==> config.mk <==
export PLATFORM = sky130hd
export DESIGN_NAME = tank_level_pump_alarm_controller_unit
export DESIGN_NICKNAME = d
export VERILOG_FILES = /design/src/rtl/core/tlpac_pkg.sv /design/src/rtl/core/tank_level_pump_alarm_controller_unit.sv /design/src/rtl/core/tlpac_front.sv /design/src/rtl/core/tlpac_cls_fifo.sv /design/src/rtl/core/tlpac_back.sv
export SDC_FILE = /design/constraint.sdc
export NUM_CORES = 2
export LEC_CHECK = 0
export BUFFER_PORTS_ARGS = -buffer_cell sky130_fd_sc_hd__buf_2
export CORE_MARGIN = 3
export CORE_UTILIZATION = 50
export CTS_BUF_LIST = sky130_fd_sc_hd__clkbuf_8
export DETAILED_ROUTE_END_ITERATION = 8
export GPL_ROUTABILITY_DRIVEN = 0
export PLACE_DENSITY_LB_ADDON = 0.25
export SYNTH_ARGS = -nofsm -noshare
export SYNTH_HDL_FRONTEND = slang
export SYNTH_SLANG_ARGS = --single-unit
==> constraint.sdc <==
create_clock -name i_clk -period 9.67 [get_ports i_clk]
set_clock_uncertainty 0.2 [all_clocks]
set_input_delay 2.901 -clock i_clk [delete_from_list [all_inputs] [get_ports i_clk]]
set_output_delay 2.901 -clock i_clk [all_outputs]
set_load 0.005 [all_outputs]
==> src/rtl/core/tlpac_pkg.sv <==
package tlpac_pkg;

    localparam int CFG_IDX_W  = 3;
    localparam int CFG_DATA_W = 16;

    localparam logic [CFG_IDX_W-1:0] CFG_TANK_HEIGHT = 3'd0;
    localparam logic [CFG_IDX_W-1:0] CFG_LOW_PERCENT = 3'd1;
    localparam logic [CFG_IDX_W-1:0] CFG_HIGH_PERCENT = 3'd2;
    localparam logic [CFG_IDX_W-1:0] CFG_WARN_MS = 3'd3;
    localparam logic [CFG_IDX_W-1:0] CFG_FAST_BLINK = 3'd4;
    localparam logic [CFG_IDX_W-1:0] CFG_SLOW_BLINK = 3'd5;

    localparam logic [15:0] ECHO_TIMEOUT_US = 16'd30000;
    localparam logic [23:0] SOUND_MUL = 24'd343;
    localparam logic [24:0] FULL_MUL = 25'd20000;
    localparam logic [31:0] PCT_MUL = 32'd100;

    localparam logic [1:0] ZONE_LOW  = 2'd0;
    localparam logic [1:0] ZONE_MID  = 2'd1;
    localparam logic [1:0] ZONE_HIGH = 2'd2;
    localparam logic [1:0] ZONE_ERR  = 2'd3;

    localparam int PIN_WHITE = 0;
    localparam int PIN_GREEN = 1;
    localparam int PIN_BLUE  = 2;
    localparam int PIN_PUMP  = 3;
    localparam int PIN_BUZZ  = 4;

    localparam int CLS_DEPTH = 4;
    localparam int CLS_PTR_W = 2;
    localparam int CLS_CNT_W = 3;

    typedef struct packed {
        logic [9:0]  tank_height_cm;
        logic [6:0]  low_percent;
        logic [6:0]  high_percent;
        logic [15:0] warn_ms;
        logic [15:0] fast_blink_ms;
        logic [15:0] slow_blink_ms;
    } t_cfg;

    typedef struct packed {
        logic [1:0]  zone;
        logic        button_level;
        logic [31:0] now_ms;
    } t_cls;

    typedef struct packed {
        logic [4:0] pins;
        logic [1:0] zone;
        logic       manual_mode;
    } t_res;

endpackage

==> src/rtl/core/tank_level_pump_alarm_controller_unit.sv <==
// Tank level monitor: one request per sensor pass, one result per request, in order.
// Sustained rate is one request per clock while full is low. A request passes the two
// classification stages, the four-entry queue and the state update, which writes its
// result into the result queue. The two-stage classification pipeline and the queue
// hold up to four requests; full rises when all four places are taken, and the
// state update stalls only when its two-entry result queue is full and not popped.
module tank_level_pump_alarm_controller_unit import tlpac_pkg::*; (
    input  logic                  i_clk,
    input  logic                  i_rst_n,
    input  logic                  push,
    output logic                  full,
    input  logic [14:0]           i_echo_us,
    input  logic                  i_button_level,
    input  logic [31:0]           i_now_ms,
    input  logic                  i_cfg_we,
    input  logic [CFG_IDX_W-1:0]  i_cfg_idx,
    input  logic [CFG_DATA_W-1:0] i_cfg_data,
    output logic                  empty,
    input  logic                  pop,
    output logic                  o_top_light,
    output logic                  o_mid_light,
    output logic                  o_warn_light,
    output logic                  o_pump_on,
    output logic                  o_buzzer_on,
    output logic [1:0]            o_zone,
    output logic                  o_manual_mode
);

    t_cfg                 r_cfg;
    logic [CLS_CNT_W-1:0] r_credit;

    logic take;
    logic cls_valid;
    t_cls cls_wr;
    t_cls cls_rd;
    logic cls_empty;
    logic cls_read;
    t_res res;

    assign full = (r_credit == CLS_CNT_W'(CLS_DEPTH));
    assign take = push && !full;

    always_ff @(posedge i_clk) begin
        if (!i_rst_n) begin
            r_cfg.tank_height_cm <= 10'd100;
            r_cfg.low_percent    <= 7'd30;
            r_cfg.high_percent   <= 7'd80;
            r_cfg.warn_ms        <= 16'd5000;
            r_cfg.fast_blink_ms  <= 16'd250;
            r_cfg.slow_blink_ms  <= 16'd500;
        end else if (i_cfg_we) begin
            case (i_cfg_idx)
                CFG_TANK_HEIGHT:  r_cfg.tank_height_cm <= i_cfg_data[9:0];
                CFG_LOW_PERCENT:  r_cfg.low_percent    <= i_cfg_data[6:0];
                CFG_HIGH_PERCENT: r_cfg.high_percent   <= i_cfg_data[6:0];
                CFG_WARN_MS:      r_cfg.warn_ms        <= i_cfg_data;
                CFG_FAST_BLINK:   r_cfg.fast_blink_ms  <= i_cfg_data;
                CFG_SLOW_BLINK:   r_cfg.slow_blink_ms  <= i_cfg_data;
                default:          r_cfg                <= r_cfg;
            endcase
        end
    end

    always_ff @(posedge i_clk) begin
        if (!i_rst_n) begin
            r_credit <= '0;
        end else begin
            case ({take, cls_read && !cls_empty})
                2'b10:   r_credit <= r_credit + 1'b1;
                2'b01:   r_credit <= r_credit - 1'b1;
                default: r_credit <= r_credit;
            endcase
        end
    end

    tlpac_front u_front (
        .i_clk          (i_clk),
        .i_rst_n        (i_rst_n),
        .i_cfg          (r_cfg),
        .i_take         (take),
        .i_echo_us      (i_echo_us),
        .i_button_level (i_button_level),
        .i_now_ms       (i_now_ms),
        .o_cls_valid    (cls_valid),
        .o_cls          (cls_wr)
    );

    tlpac_cls_fifo u_cls_fifo (
        .i_clk     (i_clk),
        .i_rst_n   (i_rst_n),
        .i_wr      (cls_valid),
        .i_wr_data (cls_wr),
        .i_rd      (cls_read),
        .o_rd_data (cls_rd),
        .o_empty   (cls_empty)
    );

    tlpac_back u_back (
        .i_clk       (i_clk),
        .i_rst_n     (i_rst_n),
        .i_cfg       (r_cfg),
        .i_cls_empty (cls_empty),
        .i_cls       (cls_rd),
        .o_cls_rd    (cls_read),
        .i_pop       (pop),
        .o_empty     (empty),
        .o_res       (res)
    );

    assign o_top_light   = res.pins[PIN_WHITE];
    assign o_mid_light   = res.pins[PIN_GREEN];
    assign o_warn_light  = res.pins[PIN_BLUE];
    assign o_pump_on     = res.pins[PIN_PUMP];
    assign o_buzzer_on   = res.pins[PIN_BUZZ];
    assign o_zone        = res.zone;
    assign o_manual_mode = res.manual_mode;

endmodule

==> src/rtl/core/tlpac_front.sv <==
module tlpac_front import tlpac_pkg::*; (
    input  logic        i_clk,
    input  logic        i_rst_n,
    input  t_cfg        i_cfg,
    input  logic        i_take,
    input  logic [14:0] i_echo_us,
    input  logic        i_button_level,
    input  logic [31:0] i_now_ms,
    output logic        o_cls_valid,
    output t_cls        o_cls
);

    logic        r_s1_v;
    logic        r_s1_err;
    logic [23:0] r_s1_dist;
    logic [24:0] r_s1_full;
    logic        r_s1_btn;
    logic [31:0] r_s1_now;

    logic        r_s2_v;
    logic        r_s2_err;
    logic [31:0] r_s2_scaled;
    logic [31:0] r_s2_low;
    logic [31:0] r_s2_high;
    logic        r_s2_btn;
    logic [31:0] r_s2_now;

    logic        n_s1_err;
    logic [23:0] n_s1_dist;
    logic [24:0] n_s1_full;
    logic [24:0] n_level;
    logic [31:0] n_s2_scaled;
    logic [31:0] n_s2_low;
    logic [31:0] n_s2_high;

    assign n_s1_err  = (i_echo_us == 15'd0) || ({1'b0, i_echo_us} > ECHO_TIMEOUT_US);
    assign n_s1_dist = 24'(i_echo_us) * SOUND_MUL;
    assign n_s1_full = 25'(i_cfg.tank_height_cm) * FULL_MUL;

    assign n_level     = ({1'b0, r_s1_dist} >= r_s1_full) ? 25'd0
                                                          : r_s1_full - {1'b0, r_s1_dist};
    assign n_s2_scaled = 32'(n_level) * PCT_MUL;
    assign n_s2_low    = 32'(i_cfg.low_percent) * 32'(r_s1_full);
    assign n_s2_high   = 32'(i_cfg.high_percent) * 32'(r_s1_full);

    always_ff @(posedge i_clk) begin
        if (!i_rst_n) begin
            r_s1_v <= 1'b0;
            r_s2_v <= 1'b0;
        end else begin
            r_s1_v <= i_take;
            r_s2_v <= r_s1_v;
        end
    end

    always_ff @(posedge i_clk) begin
        r_s1_err    <= n_s1_err;
        r_s1_dist   <= n_s1_dist;
        r_s1_full   <= n_s1_full;
        r_s1_btn    <= i_button_level;
        r_s1_now    <= i_now_ms;
        r_s2_err    <= r_s1_err;
        r_s2_scaled <= n_s2_scaled;
        r_s2_low    <= n_s2_low;
        r_s2_high   <= n_s2_high;
        r_s2_btn    <= r_s1_btn;
        r_s2_now    <= r_s1_now;
    end

    always_comb begin
        if (r_s2_err) begin
            o_cls.zone = ZONE_ERR;
        end else if (r_s2_scaled < r_s2_low) begin
            o_cls.zone = ZONE_LOW;
        end else if (r_s2_scaled < r_s2_high) begin
            o_cls.zone = ZONE_MID;
        end else begin
            o_cls.zone = ZONE_HIGH;
        end
        o_cls.button_level = r_s2_btn;
        o_cls.now_ms       = r_s2_now;
    end

    assign o_cls_valid = r_s2_v;

endmodule

==> src/rtl/core/tlpac_cls_fifo.sv <==
module tlpac_cls_fifo import tlpac_pkg::*; (
    input  logic i_clk,
    input  logic i_rst_n,
    input  logic i_wr,
    input  t_cls i_wr_data,
    input  logic i_rd,
    output t_cls o_rd_data,
    output logic o_empty
);

    t_cls                 r_mem [CLS_DEPTH];
    logic [CLS_PTR_W-1:0] r_wr_ptr;
    logic [CLS_PTR_W-1:0] r_rd_ptr;
    logic [CLS_CNT_W-1:0] r_cnt;

    logic do_rd;

    assign o_empty   = (r_cnt == '0);
    assign do_rd     = i_rd && !o_empty;
    assign o_rd_data = r_mem[r_rd_ptr];

    always_ff @(posedge i_clk) begin
        if (i_wr) begin
            r_mem[r_wr_ptr] <= i_wr_data;
        end
    end

    always_ff @(posedge i_clk) begin
        if (!i_rst_n) begin
            r_wr_ptr <= '0;
            r_rd_ptr <= '0;
            r_cnt    <= '0;
        end else begin
            if (i_wr) begin
                r_wr_ptr <= r_wr_ptr + 1'b1;
            end
            if (do_rd) begin
                r_rd_ptr <= r_rd_ptr + 1'b1;
            end
            case ({i_wr, do_rd})
                2'b10:   r_cnt <= r_cnt + 1'b1;
                2'b01:   r_cnt <= r_cnt - 1'b1;
                default: r_cnt <= r_cnt;
            endcase
        end
    end

endmodule

==> src/rtl/core/tlpac_back.sv <==
module tlpac_back import tlpac_pkg::*; (
    input  logic i_clk,
    input  logic i_rst_n,
    input  t_cfg i_cfg,
    input  logic i_cls_empty,
    input  t_cls i_cls,
    output logic o_cls_rd,
    input  logic i_pop,
    output logic o_empty,
    output t_res o_res
);

    logic        r_last_button;
    logic        r_manual;
    logic        r_low_warn;
    logic [31:0] r_low_stamp;
    logic [31:0] r_blink_stamp;
    logic        r_blink_phase;
    logic [4:0]  r_pins;

    t_res        r_oq [2];
    logic        r_owp;
    logic        r_orp;
    logic [1:0]  r_ocnt;

    logic        n_last_button;
    logic        n_manual;
    logic        n_low_warn;
    logic [31:0] n_low_stamp;
    logic [31:0] n_blink_stamp;
    logic        n_blink_phase;
    logic [4:0]  n_pins;
    logic [31:0] warn_elapsed;
    logic [31:0] blink_elapsed;
    logic        blink_fast_due;
    logic        blink_slow_due;
    logic        take;
    logic        pop_ok;
    t_res        res;

    assign pop_ok   = i_pop && (r_ocnt != 2'd0);
    assign take     = !i_cls_empty && ((r_ocnt != 2'd2) || i_pop);
    assign o_cls_rd = take;
    assign o_empty  = (r_ocnt == 2'd0);
    assign o_res    = r_oq[r_orp];

    assign blink_elapsed  = i_cls.now_ms - r_blink_stamp;
    assign blink_fast_due = (blink_elapsed >= 32'(i_cfg.fast_blink_ms));
    assign blink_slow_due = (blink_elapsed >= 32'(i_cfg.slow_blink_ms));

    always_comb begin
        n_last_button = i_cls.button_level;
        n_manual      = r_manual ^ (r_last_button && !i_cls.button_level);
        n_low_warn    = r_low_warn;
        n_low_stamp   = r_low_stamp;
        n_blink_stamp = r_blink_stamp;
        n_blink_phase = r_blink_phase;
        n_pins        = r_pins;

        if (!r_low_warn && !n_manual) begin
            warn_elapsed = 32'd0;
        end else begin
            warn_elapsed = i_cls.now_ms - r_low_stamp;
        end

        if (i_cls.zone == ZONE_ERR) begin
            n_pins = '0;
        end else begin
            if (n_manual) begin
                n_pins[PIN_PUMP] = 1'b1;
            end
            case (i_cls.zone)
                ZONE_LOW: begin
                    if (!r_low_warn && !n_manual) begin
                        n_low_warn  = 1'b1;
                        n_low_stamp = i_cls.now_ms;
                    end
                    if (n_low_warn && (warn_elapsed < 32'(i_cfg.warn_ms)) && !n_manual) begin
                        n_pins[PIN_WHITE] = 1'b0;
                        n_pins[PIN_GREEN] = 1'b0;
                        if (blink_fast_due) begin
                            n_blink_stamp    = i_cls.now_ms;
                            n_blink_phase    = !r_blink_phase;
                            n_pins[PIN_BLUE] = !r_blink_phase;
                        end
                        n_pins[PIN_BUZZ] = 1'b1;
                        n_pins[PIN_PUMP] = 1'b0;
                    end else if (n_low_warn && (warn_elapsed >= 32'(i_cfg.warn_ms))) begin
                        n_pins[PIN_BLUE] = 1'b0;
                        n_pins[PIN_BUZZ] = 1'b0;
                        n_pins[PIN_PUMP] = 1'b1;
                    end
                end
                ZONE_MID: begin
                    n_low_warn        = 1'b0;
                    n_pins[PIN_WHITE] = 1'b0;
                    n_pins[PIN_BLUE]  = 1'b0;
                    n_pins[PIN_BUZZ]  = 1'b0;
                    if (blink_slow_due) begin
                        n_blink_stamp     = i_cls.now_ms;
                        n_blink_phase     = !r_blink_phase;
                        n_pins[PIN_GREEN] = !r_blink_phase;
                    end
                    if (!n_manual) begin
                        n_pins[PIN_PUMP] = 1'b0;
                    end
                end
                default: begin
                    n_low_warn        = 1'b0;
                    n_pins[PIN_GREEN] = 1'b0;
                    n_pins[PIN_BLUE]  = 1'b0;
                    n_pins[PIN_BUZZ]  = 1'b0;
                    if (blink_slow_due) begin
                        n_blink_stamp     = i_cls.now_ms;
                        n_blink_phase     = !r_blink_phase;
                        n_pins[PIN_WHITE] = !r_blink_phase;
                    end
                    if (!n_manual) begin
                        n_pins[PIN_PUMP] = 1'b0;
                    end
                end
            endcase
        end

        res.pins        = n_pins;
        res.zone        = i_cls.zone;
        res.manual_mode = n_manual;
    end

    always_ff @(posedge i_clk) begin
        if (!i_rst_n) begin
            r_last_button <= 1'b1;
            r_manual      <= 1'b0;
            r_low_warn    <= 1'b0;
            r_low_stamp   <= '0;
            r_blink_stamp <= '0;
            r_blink_phase <= 1'b0;
            r_pins        <= '0;
        end else if (take) begin
            r_last_button <= n_last_button;
            r_manual      <= n_manual;
            r_low_warn    <= n_low_warn;
            r_low_stamp   <= n_low_stamp;
            r_blink_stamp <= n_blink_stamp;
            r_blink_phase <= n_blink_phase;
            r_pins        <= n_pins;
        end
    end

    always_ff @(posedge i_clk) begin
        if (take) begin
            r_oq[r_owp] <= res;
        end
    end

    always_ff @(posedge i_clk) begin
        if (!i_rst_n) begin
            r_owp  <= 1'b0;
            r_orp  <= 1'b0;
            r_ocnt <= 2'd0;
        end else begin
            if (take) begin
                r_owp <= !r_owp;
            end
            if (pop_ok) begin
                r_orp <= !r_orp;
            end
            case ({take, pop_ok})
                2'b10:   r_ocnt <= r_ocnt + 2'd1;
                2'b01:   r_ocnt <= r_ocnt - 2'd1;
                default: r_ocnt <= r_ocnt;
            endcase
        end
    end

endmodule

## After elaboration in Yosys (flattened, before gate mapping)

Memory sizes are Yosys's and may differ from the RTL's. A register that Yosys moved wholly into a read port is not among the register bits.
Index checks and enable logic that the tools add are counted.

| word-level totals | value |
|---|---|
| bits in registers | 357 |
| memory bits (writable) | 156 |
| bits of input ports | 72 |
| output and inout port bits | 10 |
| word-level logic and storage cells | 154 |
| memories kept | 2 |

| cells by class | value |
|---|---|
| add/subtract/negate cells | 11 |
| $mul | 5 |
| magnitude comparators | 8 |
| eq/ne operators | 17 |
| mux-type cells | 38 |
| bitwise logic cells | 2 |
| reduce and logical (&&, ||, !) cells | 38 |

Memories:

| name | words | width | rd ports | clocked after Yosys merged registers in | write ports | RTL line | text |
|---|---|---|---|---|---|---|---|
| u_cls_fifo.r_mem | 4 | 35 | 1 | 1 | 1 | tlpac_cls_fifo.sv:11 | `t_cls r_mem [CLS_DEPTH];` |
| u_back.r_oq | 2 | 8 | 1 | 1 | 1 | tlpac_back.sv:21 | `t_res r_oq [2];` |

Operators with widths:

| operator | count |
|---|---|
| two-way mux 32 bit | 5 |
| greater-or-equal comparator 32 x 16 -> 1 bit | 3 |
| less-than comparator 32 bit | 2 |
| subtractor 32 bit | 2 |
| multiplier 7 x 20 -> 27 bit | 2 |
| less-than comparator 32 x 16 -> 1 bit | 1 |
| multiplier 25 x 5 -> 30 bit, second input constant | 1 |
| greater-or-equal comparator 24 x 25 -> 1 bit | 1 |
| two-way mux 25 bit | 1 |
| subtractor 25 x 24 -> 25 bit | 1 |
| multiplier 15 x 9 -> 24 bit, second input constant | 1 |
| multiplier 10 x 10 -> 20 bit, second input constant | 1 |
| two-way mux 1 bit | 19 |
| greater-than comparator 15 bit, second input constant | 1 |
| zero test 15 bit | 1 |
| AND reduction 2 bit | 7 |
| two-way mux 2 bit | 6 |
| case mux 3 bit (2 select lines) | 2 |
| case mux 5 bit (2 select lines) | 1 |
| nonzero test 2 bit | 5 |
| == test 3 bit, second input constant | 3 |
| logical AND 1 bit | 9 |
| == test 2 x 1 -> 1 bit, second input constant | 4 |
| == test 2 bit, second input constant | 4 |
| other kinds (19) | 36 |

## Longest topological paths before layout

| logic depth | value |
|---|---|
| word-level depth | 13 |
| gate-level depth with buffers | 32 |
| depth with buffers taken out | 32 |

## Cells and area by module

Synthesis repeated with hierarchy kept, for this count alone.

| second synthesis, totals | value |
|---|---|
| cell total of the unflattened synthesis | 4214 |
| area total of the unflattened synthesis | 40003.4 um^2 |

Modules (own cells, without submodules):

| module | times used | cells each | area each (um^2) | sequential area each (um^2) |
|---|---|---|---|---|
| tlpac_front | 1 | 2451 | 22295.1 | 3903.7 |
| tlpac_back | 1 | 1210 | 9272.6 | 2021.9 |
| tlpac_cls_fifo | 1 | 231 | 5565.3 | 4384.2 |
| tank_level_pump_alarm_controller_unit | 1 | 322 | 2870.3 | 1501.4 |

## Worst setup path after synthesis

No wires, ideal clock.

| timing | value |
|---|---|
| kind | input port to flip-flop |
| from | in i_echo_us[3] |
| to | reg u_front.r_s1_dist[23] |
| library setup time | 72 ps |
| arrival | 6967 ps |
| data required time | 9398 ps |
| slack | 2431 ps |
| stages on the path | 20 |
| buffers on the path | 0 |
| cell sequence | fa_1 ha_1 ha_1 inv_1 fa_1 inv_1 ha_1 a21o_1 a21oi_1 o21bai_1 a21oi_1 o21bai_1 a21oi_1 nor2b_1 o31ai_1 a2111oi_0 nor3_1 o31ai_1 a21oi_1 xnor2_1 |

| on the way | value |
|---|---|
| longest elaborated chain between the ends | 1 |

RTL lines:

| element | RTL line | text |
|---|---|---|
| start, declared | tank_level_pump_alarm_controller_unit.sv:12 | `input logic [14:0] i_echo_us,` |
| multiplier 15 x 9 -> 24 bit | tlpac_front.sv:37 | `assign n_s1_dist = 24'(i_echo_us) * SOUND_MUL;` |
| net u_front.n_s1_dist[23] | tlpac_front.sv:29 | `logic [23:0] n_s1_dist;` |
| end signal, assigned | tlpac_front.sv:58 | `r_s1_dist <= n_s1_dist;` |
| end, declared | tlpac_front.sv:15 | `logic [23:0] r_s1_dist;` |

The timed path passes the listed nets, and every way through them passes these cells.
A chain may end at the register's enable or synchronous reset.

## Worst setup path after layout

| timing | value |
|---|---|
| from | reg u_front.r_s1_full[5] |
| to | reg u_front.r_s2_scaled[30] |

| on the way | value |
|---|---|
| longest elaborated chain between the ends | 3 |
| elaborated cells on any way between the ends | 4 |
| classes of those cells | add/sub: 1; mul: 1; order compare: 1; mux: 1 |

RTL lines:

| element | RTL line | text |
|---|---|---|
| start, declared | tlpac_front.sv:16 | `logic [24:0] r_s1_full;` |
| start signal, assigned | tlpac_front.sv:59 | `r_s1_full <= n_s1_full;` |
| subtractor 25 x 24 -> 25 bit or greater-or-equal comparator 24 x 25 -> 1 bit (tied branches) | tlpac_front.sv:41, tlpac_front.sv:40 |  |
| two-way mux 25 bit * | tlpac_front.sv:40 | `assign n_level = ({1'b0, r_s1_dist} >= r_s1_full) ? 25'd0` |
| multiplier 25 x 5 -> 30 bit * | tlpac_front.sv:42 | `assign n_s2_scaled = 32'(n_level) * PCT_MUL;` |
| net u_front.n_s2_scaled[30] | tlpac_front.sv:32 | `logic [31:0] n_s2_scaled;` |
| end signal, assigned | tlpac_front.sv:63 | `r_s2_scaled <= n_s2_scaled;` |
| end, declared | tlpac_front.sv:22 | `logic [31:0] r_s2_scaled;` |

Mark *: on every way through the listed nets, which the timed path passes. The rest lies on a longest branch.

==> results.md <==
- Status: complete, no violations
- Setup_tns: 0 ns
- Kind of critical path: flop to flop
- Synth Warn #: 0
- Clk slew on worst S/H paths: around 0.06 ns
- Die H: roughly 280 µm
- Vias per inst: between 5 and 6
- Routed WL: around 90,000 µm
- Metal3 WL: 6030 µm
- Max layer used: met5
- Bufs and invs on worst path: 0
- Core footprint: 74,900 µm²
- Worst EP arrival: 9.02 ns
- Area Growth Syn to Fin: 9.05%
- Critical path's slowest cell: o32ai_2
- Post-detailed-route wirelength per cell: 17.0 µm
- Post-synth top flop: dfxtp_1
- Clock latency on the worst-skew pair: 0.74 ns
- Residual DRC: 0
- Post-layout minimum cycle time: 8.62 ns
- Endpoints failing hold: 0
- Placed insts: 4,973
- Fin. max-slew vios: 0
- Synth cell types: 89
- Port Buffers: 81
- Largest net degree at the start of global routing: between 80 and 90
- CTS tree: yes
- # clock sinks: 512
- Final worst setup slack: 1.05 ns
- Critical Path Start Type: flop
- Delay-heaviest family, CP: compound AO/OA/AOI/OAI gates
- Initial antenna violation count: 21
- Setup violators final: 0
- Pwr dens: 369 nW/µm²
- Crit path top cell by count: a21oi_1
- Post-CTS Setup Inserts: 0
- GRT Overall Usage: 22.4%
- Final std cells w/o fill: 5,149
- Final Util: 55.4%
- Async set or reset register ratio after synthesis: 0%
- EDFF count, synth: 156
- Hold Path Depth: 0
- Initial Util: 50.8%
- Post-route ant nets: 0
- Most common cell after layout, fill and taps aside: inv_1
- 1st-pass router iterations: 5
- Mapped cell area: 38,100 µm²
- Unrepaired setup endpoints after global routing: no
- Root buffer selected by CTS: clkbuf_8
- Leading cell types in the layout, fill and taps excluded: inv_1 (633), nand2_1 (527), ha_1 (497)
- Least-Margin Pin Slew: 0.972 ns
- Metal2 WL: 38,500 µm
- Global route total overflow: 0
- HPWL after DPL: 66,200 µm
- Die footprint: 79,500 µm²
- First-pass GRT wire length: around 140,000 µm
- WP depth: 30
- Worst vdd ir: 0.442 mV
- Seq cells post-synth: between 500 and 600
- Total nets after synthesis: 4,848
- Syn Inst Count: 4,011
- CTS H-tree lvls: 3
- CP required: 10.07 ns
- Crit end category: flop
- Layout cells sized above 1: 8.39%
- Seq/Total Area, Yosys: 31.0%
- Starting DRT DRC Count: about 1,900
- Post-CTS sizing: 0
- Clk buf depth: 3
- Slew headroom: 35.1%
- HP Class: flop to flop
- Vias in the first global route: 26,900
- Period utilisation layout: 89.2%
- Layout Nets: roughly 5,000
- IO Count: 82
- Max Cap Viol: 0
- Met1 WL: 41,300 µm
- Max Freq: 116 MHz
- Hold_ws: between 0.1 and 0.15 ns
- Average cell area after synthesis: about 9.5 µm²
- Hold buffers post-CTS: 0
- Leak pwr: 19.4 nW
- Number of fill cells: 6,628
- Setup WS pre-CTS: 1.10 ns
- Crit-path max cell delay: roughly 0.65 ns
- Routed via count: 27,600
- Worst reg-to-reg path cell count: 30
- Site Rows: 100
- Die X: 282 µm
- Worst-path fanout max: 15
- Num CTS Buffers: 91
-- routing by layer --
metal  GRT usage [%]  up-vias
met4            5.41        8
met2            34.6      619
met5               0        -
met1            32.1    13300
li1                -    13600
met3            4.79      107
-- cell type report --
class / count / area, µm² / share of cell area [%]
clock buffer: 109 / 1500 / 3.61
timing repair buffer: 117 / 676 / 1.63
multi-input combinational: 2770 / 23500 / 56.6
antenna: 6 / 15.0 / 0.0362
inverter: 605 / 2270 / 5.48
sequential: 512 / 11800 / 28.4
clock inverter: 61 / 529 / 1.27
tap: 969 / 1210 / 2.92
-- worst reg2reg max path, delay by kind of cell, from the launching register on --
family	cells	cell delay, ns
AO/OA/AOI/OAI	20	5.20
adder cells (fa/ha/maj)	5	1.83
AND/OR/NAND/NOR	4	0.64
flip-flops	1	0.60
XOR/XNOR	1	0.12
-- where the power goes --
part / internal (W) / switching [W] / leakage (nW)
Combinational: 0.00417 / 0.00605 / 13.9
Sequential: 0.00271 / 0.000223 / 4.36
Clock: 0.00119 / 0.000979 / 1.15
Total: 0.00807 / 0.00725 / 19.4
-- synthesized netlist by cell type (all sizes together) (5+ instances only) --
master | instances | share of area, %
and3 | 9 | 0.15
o311ai | 7 | 0.21
nand4 | 27 | 0.48
nor4 | 6 | 0.14
o21bai | 33 | 0.65
mux4 | 35 | 2.1
a31o | 5 | 0.12
a31oi | 16 | 0.28
o41ai | 5 | 0.15
nor3 | 40 | 0.53
a21o | 70 | 1.4
dfxtp | 356 | 19
ha | 497 | 16
nand3 | 86 | 1.1
fa | 268 | 14
a21boi | 6 | 0.12
edfxtp | 156 | 12
nor2b | 40 | 0.66
o21a | 22 | 0.43
clkbuf | 103 | 1.0
a2111oi | 8 | 0.22
or4 | 6 | 0.13
or3 | 20 | 0.33
a211oi | 21 | 0.41
and2 | 96 | 1.6
o31ai | 18 | 0.40
a21oi | 300 | 4.0
o221ai | 6 | 0.17
nor2 | 151 | 1.5
buf | 21 | 0.30
or2 | 11 | 0.18
xnor2 | 118 | 2.7
mux2i | 7 | 0.18
mux2 | 10 | 0.30
xor2 | 52 | 1.2
inv | 605 | 6.0
nand2b | 40 | 0.66
nand2 | 527 | 5.2
o211ai | 40 | 0.79
o21ai | 113 | 1.5
-- flip-flops by register name (all words and copies together) (netlist names), 4 cells and up, named ones only --
register / count
u_front.r_s2_now: 32
u_back.r_blink_stamp: 32
u_back.r_low_stamp: 32
u_cls_fifo.r_mem: 140
r_cfg: 72
u_front.r_s2_high: 27
u_front.r_s1_now: 32
u_front.r_s1_full: 20
u_back.r_oq: 16
u_front.r_s2_scaled: 27
u_back.r_pins: 4
u_front.r_s2_low: 27
u_front.r_s1_dist: 24
-- logic make-up (layout without fill, tap and decap cells) --
group | count (synthesis) | after routing | synth area share, %
AO/OA/AOI/OAI | 713 | 713 | 11.9
XOR/XNOR | 170 | 170 | 3.91
adder cells (fa/ha/maj) | 765 | 765 | 30.4
buffers and inverters | 729 | 892 | 7.28
flip-flops | 512 | 512 | 31.0
multiplexers | 52 | 52 | 2.55
other | 0 | 6 | 0
AND/OR/NAND/NOR | 1070 | 1070 | 12.9
-- worst paths after layout --
kind                              from                 endpoint  slack (ns)
setup / recovery  u_front.r_s1_full[5]  u_front.r_s2_scaled[30]        1.05
hold / removal    u_front.r_s1_now[30]     u_front.r_s2_now[30]        0.12
setup reg to reg  u_front.r_s1_full[5]  u_front.r_s2_scaled[30]        1.05
hold reg to reg   u_front.r_s1_now[30]     u_front.r_s2_now[30]        0.12
-- stage by stage --
stage | power [W] | cell area (µm²)
after floorplan | 0.0106 | 38100
after global placement | 0.0130 | 39500
after global routing | 0.0169 | 41500
after CTS | 0.0154 | 41500
final | 0.0153 | 41500
after detailed placement | 0.0131 | 39500
(Power assumes the default switching activity.)
